## config.mk

```make
export PLATFORM = sky130hd
export DESIGN_NAME = feedforward_audio_compressor_unit
export DESIGN_NICKNAME = d
export VERILOG_FILES = /design/src/hdl/fac_pkg.sv /design/src/hdl/fac_cfg_regs.sv /design/src/hdl/fac_ctrl.sv /design/src/hdl/fac_datapath.sv /design/src/hdl/feedforward_audio_compressor_unit.sv
export SDC_FILE = /design/constraint.sdc
export NUM_CORES = 2
export LEC_CHECK = 0
export BUFFER_PORTS_ARGS = -buffer_cell sky130_fd_sc_hd__buf_2
export CAP_MARGIN = 20
export CORE_MARGIN = 8
export CORE_UTILIZATION = 60
export DETAILED_ROUTE_END_ITERATION = 6
export MAX_ROUTING_LAYER = met4
export PLACE_DENSITY = 0.77
export SLEW_MARGIN = 20
export SYNTH_ARGS = -nofsm -noshare
export SYNTH_HDL_FRONTEND = slang
export SYNTH_HIERARCHICAL = 1
export SYNTH_SLANG_ARGS = --single-unit
```

## constraint.sdc

```tcl
create_clock -name clk -period 29 [get_ports clk]
set_input_delay 1.45 -clock clk [delete_from_list [all_inputs] [get_ports clk]]
set_output_delay 1.45 -clock clk [all_outputs]
set_load 0.02 [all_outputs]
```

## src/hdl/fac_pkg.sv

```systemverilog
// shared types and constants of the feedforward audio compressor
// used by the register file, the controller, the datapath and the top level
package fac_pkg;

	localparam int CFG_DATA_BITS  = 32;
	localparam int CFG_INDEX_BITS = 3;

	// register indexes on the configuration channel
	typedef enum logic [CFG_INDEX_BITS-1:0] {
		REG_ENABLE    = 3'd0,
		REG_ATTACK    = 3'd1,
		REG_RELEASE   = 3'd2,
		REG_AMOUNT    = 3'd3,
		REG_THRESHOLD = 3'd4
	} cfg_reg_t;

	// reset values at full width, cut down to the register widths on use
	localparam logic [CFG_DATA_BITS-1:0] ATTACK_RST    = 32'd65263;
	localparam logic [CFG_DATA_BITS-1:0] RELEASE_RST   = 32'd65526;
	localparam logic [CFG_DATA_BITS-1:0] THRESHOLD_RST = 32'd1845494;

	typedef enum logic [3:0] {
		ST_IDLE,
		ST_PASS,
		ST_MUL_ENV,
		ST_MUL_NEW,
		ST_ENV,
		ST_MUL_OVER,
		ST_DEN,
		ST_DIV,
		ST_MUL_GAIN,
		ST_ROUND,
		ST_MUL_MK,
		ST_FIN,
		ST_DONE
	} state_t;

	// operand pairs of the shared multiplier
	typedef enum logic [2:0] {
		MUL_C_ENV,
		MUL_INVC_MAG,
		MUL_AMT_MAKEUP,
		MUL_AMT_OVER,
		MUL_MAG_GAIN,
		MUL_Y_MK
	} mul_sel_t;

	typedef struct packed {
		logic     capture;
		logic     pass_load;
		logic     mul_en;
		mul_sel_t mul_sel;
		logic     acc_load;
		logic     env_load;
		logic     mk_load;
		logic     den_load;
		logic     gain_unity;
		logic     div_step;
		logic     y_load;
		logic     fin_load;
		logic     out_load;
	} dp_cmd_t;

	typedef struct packed {
		logic enable;
		logic over;
		logic out_free;
	} dp_status_t;

endpackage

```

## src/hdl/fac_cfg_regs.sv

```systemverilog
// configuration register file of the compressor
// depends on fac_pkg for register indexes and reset values
module fac_cfg_regs import fac_pkg::*; #(
	parameter int SAMPLE_BITS = 24,
	parameter int COEF_BITS   = 16
) (
	input  logic                      clk,
	input  logic                      arst_n,
	input  logic                      cfg_valid,
	output logic                      cfg_ready,
	input  logic [CFG_INDEX_BITS-1:0] cfg_index,
	input  logic [CFG_DATA_BITS-1:0]  cfg_data,
	output logic                      comp_enable,
	output logic [COEF_BITS-1:0]      attack_coef,
	output logic [COEF_BITS-1:0]      release_coef,
	output logic [COEF_BITS:0]        comp_amount,
	output logic [SAMPLE_BITS-2:0]    threshold_level
);

	logic                   enable_q;
	logic [COEF_BITS-1:0]   attack_q;
	logic [COEF_BITS-1:0]   release_q;
	logic [COEF_BITS:0]     amount_q;
	logic [SAMPLE_BITS-2:0] threshold_q;

	assign cfg_ready = 1'b1;

	always_ff @(posedge clk or negedge arst_n) begin
		if (!arst_n) begin
			enable_q    <= 1'b0;
			attack_q    <= ATTACK_RST[COEF_BITS-1:0];
			release_q   <= RELEASE_RST[COEF_BITS-1:0];
			amount_q    <= '0;
			threshold_q <= THRESHOLD_RST[SAMPLE_BITS-2:0];
		end else if (cfg_valid) begin
			unique case (cfg_reg_t'(cfg_index))
				REG_ENABLE:    enable_q    <= cfg_data[0];
				REG_ATTACK:    attack_q    <= cfg_data[COEF_BITS-1:0];
				REG_RELEASE:   release_q   <= cfg_data[COEF_BITS-1:0];
				REG_AMOUNT:    amount_q    <= cfg_data[COEF_BITS:0];
				REG_THRESHOLD: threshold_q <= cfg_data[SAMPLE_BITS-2:0];
				default: begin
				end
			endcase
		end
	end

	assign comp_enable     = enable_q;
	assign attack_coef     = attack_q;
	assign release_coef    = release_q;
	assign comp_amount     = amount_q;
	assign threshold_level = threshold_q;

endmodule

```

## src/hdl/fac_ctrl.sv

```systemverilog
// sequencer of the compressor: walks one sample through the shared
// multiplier and the serial divider; depends on fac_pkg
module fac_ctrl import fac_pkg::*; #(
	parameter int SAMPLE_BITS = 24
) (
	input  logic       clk,
	input  logic       arst_n,
	input  logic       in_valid,
	output logic       in_ready,
	input  dp_status_t status,
	output dp_cmd_t    cmd
);

	localparam int CNT_W = $clog2(SAMPLE_BITS);
	localparam logic [CNT_W-1:0] DIV_LAST = CNT_W'(SAMPLE_BITS - 1);

	state_t           state_q, state_d;
	logic [CNT_W-1:0] cnt_q;

	always_ff @(posedge clk or negedge arst_n) begin
		if (!arst_n) begin
			state_q <= ST_IDLE;
			cnt_q   <= '0;
		end else begin
			state_q <= state_d;
			if (state_q == ST_DEN) begin
				cnt_q <= '0;
			end else if (state_q == ST_DIV) begin
				cnt_q <= cnt_q + 1'b1;
			end
		end
	end

	always_comb begin
		state_d = state_q;
		unique case (state_q)
			ST_IDLE: begin
				if (in_valid) begin
					state_d = status.enable ? ST_MUL_ENV : ST_PASS;
				end
			end
			ST_PASS:     state_d = ST_DONE;
			ST_MUL_ENV:  state_d = ST_MUL_NEW;
			ST_MUL_NEW:  state_d = ST_ENV;
			ST_ENV:      state_d = ST_MUL_OVER;
			ST_MUL_OVER: state_d = ST_DEN;
			ST_DEN:      state_d = status.over ? ST_DIV : ST_MUL_GAIN;
			ST_DIV: begin
				if (cnt_q == DIV_LAST) begin
					state_d = ST_MUL_GAIN;
				end
			end
			ST_MUL_GAIN: state_d = ST_ROUND;
			ST_ROUND:    state_d = ST_MUL_MK;
			ST_MUL_MK:   state_d = ST_FIN;
			ST_FIN:      state_d = ST_DONE;
			ST_DONE: begin
				if (status.out_free) begin
					state_d = ST_IDLE;
				end
			end
			default:     state_d = ST_IDLE;
		endcase
	end

	always_comb begin
		cmd      = '0;
		cmd.mul_sel = MUL_C_ENV;
		in_ready = 1'b0;
		unique case (state_q)
			ST_IDLE: begin
				in_ready    = 1'b1;
				cmd.capture = in_valid;
			end
			ST_PASS: cmd.pass_load = 1'b1;
			ST_MUL_ENV: begin
				cmd.mul_en  = 1'b1;
				cmd.mul_sel = MUL_C_ENV;
			end
			ST_MUL_NEW: begin
				cmd.mul_en   = 1'b1;
				cmd.mul_sel  = MUL_INVC_MAG;
				cmd.acc_load = 1'b1;
			end
			ST_ENV: begin
				cmd.env_load = 1'b1;
				cmd.mul_en   = 1'b1;
				cmd.mul_sel  = MUL_AMT_MAKEUP;
			end
			ST_MUL_OVER: begin
				cmd.mk_load = 1'b1;
				cmd.mul_en  = 1'b1;
				cmd.mul_sel = MUL_AMT_OVER;
			end
			ST_DEN: begin
				cmd.den_load   = status.over;
				cmd.gain_unity = !status.over;
			end
			ST_DIV: cmd.div_step = 1'b1;
			ST_MUL_GAIN: begin
				cmd.mul_en  = 1'b1;
				cmd.mul_sel = MUL_MAG_GAIN;
			end
			ST_ROUND: cmd.y_load = 1'b1;
			ST_MUL_MK: begin
				cmd.mul_en  = 1'b1;
				cmd.mul_sel = MUL_Y_MK;
			end
			ST_FIN:  cmd.fin_load = 1'b1;
			ST_DONE: cmd.out_load = status.out_free;
			default: begin
			end
		endcase
	end

endmodule

```

## src/hdl/fac_datapath.sv

```systemverilog
// datapath of the compressor: envelope, shared multiplier, restoring
// divider for the gain and the output register; depends on fac_pkg
module fac_datapath import fac_pkg::*; #(
	parameter int SAMPLE_BITS = 24,
	parameter int COEF_BITS   = 16
) (
	input  logic                   clk,
	input  logic                   arst_n,
	input  dp_cmd_t                cmd,
	output dp_status_t             status,
	input  logic                   comp_enable,
	input  logic [COEF_BITS-1:0]   attack_coef,
	input  logic [COEF_BITS-1:0]   release_coef,
	input  logic [COEF_BITS:0]     comp_amount,
	input  logic [SAMPLE_BITS-2:0] threshold_level,
	input  logic [SAMPLE_BITS-1:0] sample_in,
	output logic [SAMPLE_BITS-1:0] sample_out,
	output logic                   clipped,
	output logic                   out_valid,
	input  logic                   out_ready
);

	localparam int S     = SAMPLE_BITS;
	localparam int C     = COEF_BITS;
	localparam int MW    = (S > C + 1) ? S : C + 1;
	localparam int ACC_W = S + C + 1;
	localparam int DEN_W = S + 3;
	localparam int FIV_W = S + C + 3;

	localparam logic [MW-1:0]    MAKEUP_OP = MW'((3 * (2 ** C) + 5) / 10);
	localparam logic [S:0]       HALF_W    = {2'b01, {(S - 1){1'b0}}};
	localparam logic [S-1:0]     HALF_S    = {1'b1, {(S - 1){1'b0}}};
	localparam logic [C:0]       ONE_C     = {1'b1, {C{1'b0}}};
	localparam logic [ACC_W-1:0] RND_ACC   = ACC_W'(1) << (C - 1);
	localparam logic [FIV_W-1:0] RND_FIV   = FIV_W'(1) << (C - 1);
	localparam logic [2*C:0]     RND_MK    = (2 * C + 1)'(1) << (C - 1);
	localparam logic [2*S-1:0]   RND_Y1    = (2 * S)'(1) << (S - 2);
	localparam logic [S+C:0]     RND_Y2    = (S + C + 1)'(1) << (C - 1);
	localparam logic [DEN_W-1:0] REM_BASE  = DEN_W'(1) << (S - 2);

	logic [S-1:0]     raw_q, mag_q, env_q, gain_q, y_q, res_q, out_data_q;
	logic             neg_q, clip_res_q, out_clip_q, out_valid_q;
	logic [2*MW-1:0]  prod_q;
	logic [ACC_W-1:0] acc_q;
	logic [C:0]       mk_q;
	logic [DEN_W-1:0] den_q, rem_q;
	logic [S-1:0]     num_q;

	logic [S-1:0]     mag_d, over;
	logic [C-1:0]     coef;
	logic [C:0]       inv_coef, amt;
	logic [MW-1:0]    op_a, op_b;
	logic [ACC_W-1:0] env_sum;
	logic [S:0]       env_rnd;
	logic [FIV_W-1:0] five_sum;
	logic [DEN_W-1:0] den_d, div_t;
	logic             div_ge;
	logic [2*C:0]     mk_sum;
	logic [2*S-1:0]   y1_sum;
	logic [S+C:0]     y2_sum;
	logic [S:0]       y2, y_sat;
	logic             clip_d;

	assign mag_d    = sample_in[S-1] ? (~sample_in + 1'b1) : sample_in;
	assign coef     = (mag_q > env_q) ? attack_coef : release_coef;
	assign inv_coef = ONE_C - {1'b0, coef};
	assign amt      = (comp_amount > ONE_C) ? ONE_C : comp_amount;
	assign over     = env_q - {1'b0, threshold_level};

	always_comb begin
		unique case (cmd.mul_sel)
			MUL_C_ENV: begin
				op_a = MW'(env_q);
				op_b = MW'(coef);
			end
			MUL_INVC_MAG: begin
				op_a = MW'(mag_q);
				op_b = MW'(inv_coef);
			end
			MUL_AMT_MAKEUP: begin
				op_a = MAKEUP_OP;
				op_b = MW'(amt);
			end
			MUL_AMT_OVER: begin
				op_a = MW'(over);
				op_b = MW'(amt);
			end
			MUL_MAG_GAIN: begin
				op_a = MW'(mag_q);
				op_b = MW'(gain_q);
			end
			MUL_Y_MK: begin
				op_a = MW'(y_q);
				op_b = MW'(mk_q);
			end
			default: begin
				op_a = '0;
				op_b = '0;
			end
		endcase
	end

	// envelope: rounded blend of old envelope and magnitude, held at full scale
	assign env_sum = acc_q + prod_q[ACC_W-1:0] + RND_ACC;
	assign env_rnd = env_sum[ACC_W-1:C];

	// denominator 1 + 5*amount*over, rounded into Q.23
	assign five_sum = (FIV_W'(prod_q[S+C-1:0]) << 2) + FIV_W'(prod_q[S+C-1:0]) + RND_FIV;
	assign den_d    = DEN_W'(HALF_S) + five_sum[FIV_W-1:C];

	// one quotient bit per step, numerator bits shifted in from num_q
	assign div_t  = {rem_q[DEN_W-2:0], num_q[S-1]};
	assign div_ge = div_t >= den_q;

	assign mk_sum = prod_q[2*C:0] + RND_MK;
	assign y1_sum = prod_q[2*S-1:0] + RND_Y1;
	assign y2_sum = prod_q[S+C:0] + RND_Y2;
	assign y2     = y2_sum[S+C:C];

	always_comb begin
		if (neg_q) begin
			clip_d = y2 > HALF_W;
			y_sat  = clip_d ? HALF_W : y2;
		end else begin
			clip_d = y2 >= HALF_W;
			y_sat  = clip_d ? (HALF_W - 1'b1) : y2;
		end
	end

	always_ff @(posedge clk) begin
		if (cmd.capture) begin
			raw_q <= sample_in;
			neg_q <= sample_in[S-1];
			mag_q <= mag_d;
		end
		if (cmd.mul_en) begin
			prod_q <= op_a * op_b;
		end
		if (cmd.acc_load) begin
			acc_q <= prod_q[ACC_W-1:0];
		end
		if (cmd.mk_load) begin
			mk_q <= ONE_C + mk_sum[2*C:C];
		end
		if (cmd.den_load) begin
			den_q <= den_d;
			rem_q <= REM_BASE + DEN_W'(den_d[DEN_W-2:S+1]);
			num_q <= den_d[S:1];
		end else if (cmd.div_step) begin
			rem_q <= div_ge ? (div_t - den_q) : div_t;
			num_q <= {num_q[S-2:0], 1'b0};
		end
		if (cmd.gain_unity) begin
			gain_q <= HALF_S;
		end else if (cmd.div_step) begin
			gain_q <= {gain_q[S-2:0], div_ge};
		end
		if (cmd.y_load) begin
			y_q <= y1_sum[2*S-2:S-1];
		end
		if (cmd.fin_load) begin
			res_q      <= neg_q ? (~y_sat[S-1:0] + 1'b1) : y_sat[S-1:0];
			clip_res_q <= clip_d;
		end else if (cmd.pass_load) begin
			res_q      <= raw_q;
			clip_res_q <= 1'b0;
		end
		if (cmd.out_load) begin
			out_data_q <= res_q;
			out_clip_q <= clip_res_q;
		end
	end

	// envelope state and output valid are cleared by reset
	always_ff @(posedge clk or negedge arst_n) begin
		if (!arst_n) begin
			env_q       <= '0;
			out_valid_q <= 1'b0;
		end else begin
			if (cmd.env_load) begin
				env_q <= (env_rnd > HALF_W) ? HALF_S : env_rnd[S-1:0];
			end
			if (cmd.out_load) begin
				out_valid_q <= 1'b1;
			end else if (out_ready) begin
				out_valid_q <= 1'b0;
			end
		end
	end

	assign status.enable   = comp_enable;
	assign status.over     = env_q > {1'b0, threshold_level};
	assign status.out_free = !out_valid_q || out_ready;

	assign sample_out = out_data_q;
	assign clipped    = out_clip_q;
	assign out_valid  = out_valid_q;

endmodule

```

## src/hdl/feedforward_audio_compressor_unit.sv

```systemverilog
// Feedforward audio compressor with a peak envelope follower.
// Input stream s_axis: one signed Q1.23 sample per word. Output stream
// m_axis: the compressed sample in tdata, the saturation flag in tuser.
// Configuration channel cfg_*: cfg_index picks the register (0 enable,
// 1 attack, 2 release, 3 amount, 4 threshold), cfg_data carries the value;
// cfg_ready is always high. The user must let writes go in only while the
// block is idle; the block itself does not enforce it.
// One sample is worked on at a time. With compression on and the envelope
// above the threshold, the result reaches the output register after six
// passes through one shared multiplier plus one quotient bit per cycle from
// the restoring divider that forms the gain. At or below the threshold the
// divider is skipped; with compression off the envelope holds. The sequencer
// is back in idle in the cycle after the result is loaded into the output
// register, and takes no new word before the result is loaded.
// s_axis_tready is high whenever the sequencer is idle, so a new sample is
// taken while the previous result still waits in the output register.
// If m_axis_tready stays low, the finished result is held in the datapath
// until the output register frees, and no further sample is taken.
// Reset clears the envelope, empties the output and loads the register
// defaults (compression off).
module feedforward_audio_compressor_unit import fac_pkg::*; #(
	parameter int SAMPLE_BITS = 24,
	parameter int COEF_BITS   = 16
) (
	input  logic                                   clk,
	input  logic                                   arst_n,
	input  logic                                   s_axis_tvalid,
	output logic                                   s_axis_tready,
	input  logic [((SAMPLE_BITS + 7) / 8) * 8-1:0] s_axis_tdata,  // sample_in
	output logic                                   m_axis_tvalid,
	input  logic                                   m_axis_tready,
	output logic [((SAMPLE_BITS + 7) / 8) * 8-1:0] m_axis_tdata,  // sample_out
	output logic                                   m_axis_tuser,  // clipped
	input  logic                                   cfg_valid,
	output logic                                   cfg_ready,
	input  logic [CFG_INDEX_BITS-1:0]              cfg_index,
	input  logic [CFG_DATA_BITS-1:0]               cfg_data
);

	localparam int TDATA_BITS = ((SAMPLE_BITS + 7) / 8) * 8;

	logic                   comp_enable;
	logic [COEF_BITS-1:0]   attack_coef;
	logic [COEF_BITS-1:0]   release_coef;
	logic [COEF_BITS:0]     comp_amount;
	logic [SAMPLE_BITS-2:0] threshold_level;
	logic [SAMPLE_BITS-1:0] sample_out;
	dp_cmd_t                cmd;
	dp_status_t             status;

	fac_cfg_regs #(
		.SAMPLE_BITS(SAMPLE_BITS),
		.COEF_BITS  (COEF_BITS)
	) u_cfg (
		.clk            (clk),
		.arst_n         (arst_n),
		.cfg_valid      (cfg_valid),
		.cfg_ready      (cfg_ready),
		.cfg_index      (cfg_index),
		.cfg_data       (cfg_data),
		.comp_enable    (comp_enable),
		.attack_coef    (attack_coef),
		.release_coef   (release_coef),
		.comp_amount    (comp_amount),
		.threshold_level(threshold_level)
	);

	fac_ctrl #(
		.SAMPLE_BITS(SAMPLE_BITS)
	) u_ctrl (
		.clk     (clk),
		.arst_n  (arst_n),
		.in_valid(s_axis_tvalid),
		.in_ready(s_axis_tready),
		.status  (status),
		.cmd     (cmd)
	);

	fac_datapath #(
		.SAMPLE_BITS(SAMPLE_BITS),
		.COEF_BITS  (COEF_BITS)
	) u_dp (
		.clk            (clk),
		.arst_n         (arst_n),
		.cmd            (cmd),
		.status         (status),
		.comp_enable    (comp_enable),
		.attack_coef    (attack_coef),
		.release_coef   (release_coef),
		.comp_amount    (comp_amount),
		.threshold_level(threshold_level),
		.sample_in      (s_axis_tdata[SAMPLE_BITS-1:0]),
		.sample_out     (sample_out),
		.clipped        (m_axis_tuser),
		.out_valid      (m_axis_tvalid),
		.out_ready      (m_axis_tready)
	);

	assign m_axis_tdata = TDATA_BITS'(sample_out);

endmodule

```

==> results by group <==
Run status
  – Outcome: complete, but fails checks
  – Violated checks: design-rule violations

CTS
  – PostCTS Resize Cnt: 0
  – Clk_lat worst skew: roughly 0.6 ns
  – Max Root-Sink Buffers: 3
  – CTS clk-pin slew, worst paths: approximately 0.06 ns
  – Root Buffer: clkbuf_16
  – CTS HTree Levels: 2
  – Clk sink count: roughly 430
  – Setup bufs post-CTS: 0
  – CTS hold repair buffers: 0
  – CTS tree: built
  – Total CTS buffers: 47

Synthesis
  – Seq/Total Area, Yosys: 26.82%
  – Area fraction in compound gates after synthesis: between 10 and 15%
  – Async set-reset flop share out of synthesis: between 20% and 30%
  – Syn Inst Count: ~4800
  – Main combinational cell family by area after synthesis: adder cells
  – Synth Net Count: 5737
  – Post-synth EDFFs: about 300
  – Avg Inst Size Synth: between 9 and 10 sq um
  – Post-Synth Simple-Gate Area: between 10 and 15%
  – #FFs+latches synth: 434
  – Post-Synthesis Cell Area: ~0.046 sq mm
  – Synth Area in XOR/XNOR: under 10%
  – Top FF cell, synth: edfxtp_1
  – Post-synthesis mux area share: 3.959%
  – Synth Area in Adders: about a third
  – Number of distinct library cells after synthesis: roughly 100
  – YS warnings: 6

STA
  – Slew at the pin with the worst max-slew slack: around 1.2 ns
  – Tmin final: approximately 14 ns
  – Worst Setup Slack, final: approximately 15 ns
  – Setup TNS Final: 0 ns
  – Setup Viol. Count Final: 0
  – Max Freq: between 70 and 80 MHz
  – RSZ-0062 raised after global routing: no
  – Slew headroom: between 10% and 20%
  – Setup Skew: approximately 0.024 ns
  – Final Max Tran Viols: 0
  – Final Cycle Share: 46.69%
  – Final Hold Viols: 0

Finish
  – Final #Nets: between 5000 and 6000
  – Commonest non-fill, non-tap cell in the layout: inv_1
  – Area grow syn2layout: 6.985%
  – Most frequent cells in the layout: inv_1, nand2_1, fa_1
  – Fillers: approximately 6000
  – Share of cells above drive strength 1: under 10%

Die
  – Chip width: about 300 microns
  – Number of primary I/O pins: roughly 90
  – Area of the die: between 0.08 and 0.09 sq mm
  – Total core area: approximately 0.076 sq mm
  – Die Ht: between 200 and 300 microns
  – Initial Util: 60.52%
  – Row cnt: around 100

Setup path
  – FF-to-FF Start: u_dp/env_q[9]$_DFFE_PN0P_
  – CP startpoint: u_dp/env_q[9]$_DFFE_PN0P_
  – Critical path's top delay family: adder cells
  – Worst Path Required: between 20 and 30 ns
  – CP Class: reg2reg
  – CP bufs+invs: 6
  – Slowest-stage cell, CP: a221o_1
  – Cell mode on critical path: fa_1
  – Worst path arrival time: about 14 ns
  – Max Fanout on Critical Path: 23
  – Worst path max stage delay: approximately 0.90 ns
  – Critical Path End Type: flip-flop
  – Startpoint Class: flip-flop

Route
  – Met1 Wirelength: 51300 microns
  – Mean number of vias per cell: just over 6
  – WL met3: ~13000 microns
  – First drt pass iteration count: 7
  – Top Layer Used: met4
  – Vias: 36070
  – Residual DRC: 5
  – Routed Antenna Nets: 0
  – Wirelength per Cell: around 22 microns
  – Routed wl met2: roughly 58000 microns
  – First-iteration detailed-routing DRC count: between 3000 and 4000
  – WL final: 130700 microns

Global route
  – Grt ovf: 0
  – Gr usage total: 31.15%
  – Pin count of the biggest net entering global routing: a little under 80
  – First-pass GRT wire length: 202300 microns
  – Initial antenna violation count: 2
  – Via count of the first global-routing pass: between 30000 and 40000

Place
  – DP HPWL: 99580 microns
  – Gp weighted congestion: roughly 1
  – Pre-CTS WS: between 15 and 20 ns
  – Port bufs: between 80 and 90

Hold path
  – Hold Path Origin: u_dp/res_q[20]$_DFFE_PP_
  – HP Class: reg2reg

Flow run
  – # Max-Cap Violations: 0
-- final timing paths --
check | cells past startpoint | to | slack, ns
max | 43 | u_dp/prod_q[46]$_DFFE_PP_ | 15.46
min | 0 | u_dp/sample_out[20]$_DFFE_PP_ | 0.42
max reg2reg | 43 | u_dp/prod_q[46]$_DFFE_PP_ | 15.46
min reg2reg | 0 | u_dp/sample_out[20]$_DFFE_PP_ | 0.42
max in group asynchronous | 2 | u_cfg/threshold_level[17]$_DFFE_PN0P_ | 26.79
min in group asynchronous | 1 | u_cfg/comp_enable$_DFFE_PN0P_ | 0.81
-- logic make-up after synthesis --
logic type	after synthesis
simple gates	1361
buf+inv	986
compound gates	757
other cells	1
xor+xnor	198
flops	434
mux	168
fa+ha+maj	884
-- synthesized netlist by cell type, types with 13 or more instances --
master | n | area share [%]
o32ai_1 | 13 | 0.25
o21ai_0 | 135 | 1.5
xor2_1 | 59 | 1.1
edfxtp_1 | 303 | 20
o21bai_1 | 13 | 0.21
a211oi_1 | 31 | 0.51
or2_2 | 17 | 0.23
a22oi_1 | 13 | 0.21
a221o_1 | 13 | 0.28
mux2i_1 | 60 | 1.3
nand4_1 | 37 | 0.50
nand2b_1 | 48 | 0.65
nand2_1 | 499 | 4.1
a21oi_1 | 176 | 1.9
or3_1 | 33 | 0.45
o211ai_1 | 13 | 0.21
clkbuf_1 | 130 | 1.1
buf_2 | 30 | 0.33
dfstp_2 | 39 | 2.2
fa_1 | 483 | 21
xnor2_1 | 139 | 2.7
a21boi_0 | 13 | 0.21
dfxtp_1 | 24 | 1.0
nor3_1 | 61 | 0.67
o22ai_1 | 19 | 0.26
and3_1 | 32 | 0.44
and2_1 | 44 | 0.60
o21a_1 | 35 | 0.57
nor2_1 | 393 | 3.2
dfrtp_1 | 68 | 3.7
nand3_1 | 74 | 0.81
inv_1 | 796 | 6.5
mux2_2 | 104 | 2.6
a22o_1 | 14 | 0.27
o21ai_1 | 14 | 0.15
o31ai_1 | 25 | 0.41
a222oi_1 | 16 | 0.35
nor4_1 | 19 | 0.26
nor2b_1 | 28 | 0.38
ha_1 | 401 | 11
a31oi_1 | 25 | 0.34
a21o_1 | 80 | 1.3
-- per-layer routing --
metal  vias to the layer above  track usage [%]
li1                      16040                -
met1                     17750            40.22
met2                      1844            46.91
met3                       427            5.958
met4                         0            15.91
met5                         -                -
-- sequential cells by signal, summed over array words and instances, names as in the netlist, 24 cells and up --
register,cells
u_dp/rem_q,26
u_dp/prod_q,47
u_dp/sample_out,24
u_dp/num_q,24
u_dp/acc_q,41
u_dp/raw_q,24
u_dp/env_q,24
u_dp/y_q,24
u_dp/res_q,24
u_dp/gain_q,24
u_dp/den_q,27
-- per-stage QoR --
stage                     cells  hold slack, ns  cell area [sq um]  utilization [%]
after floorplan            4789          0.4003              45890                -
after global placement     5732          0.4013              47420            62.54
after detailed placement   5732          0.4045              47420            62.54
after CTS                  5819          0.4196              49080            64.73
after global routing       5820          0.4222              49090            64.75
final                      5821          0.4182              49100            64.75
-- cell type report --
type	count	area, sq um	area share [%]
flip-flops and latches	434	12310	25.06
well taps	978	1224	2.492
clock inverters	28	367.9	0.7493
clock buffers	59	1295	2.638
repair buffers	152	940.9	1.916
multi-input cells	3369	29960	61.02
diodes	2	5.005	0.01019
inverters	799	2999	6.109
-- worst reg2reg max path, delay by kind of cell (launching register included) --
kind / cells / cell delay, ns
mux: 1 / 0.38
fa+ha+maj: 10 / 4.56
buf+inv: 6 / 0.66
simple gates: 13 / 2.97
xor+xnor: 2 / 0.46
compound gates: 11 / 3.76
flops: 1 / 0.49
Power is left out: the tool's default activity adds up to more than one toggle a clock period on the data nets, which glitch-free logic cannot reach.
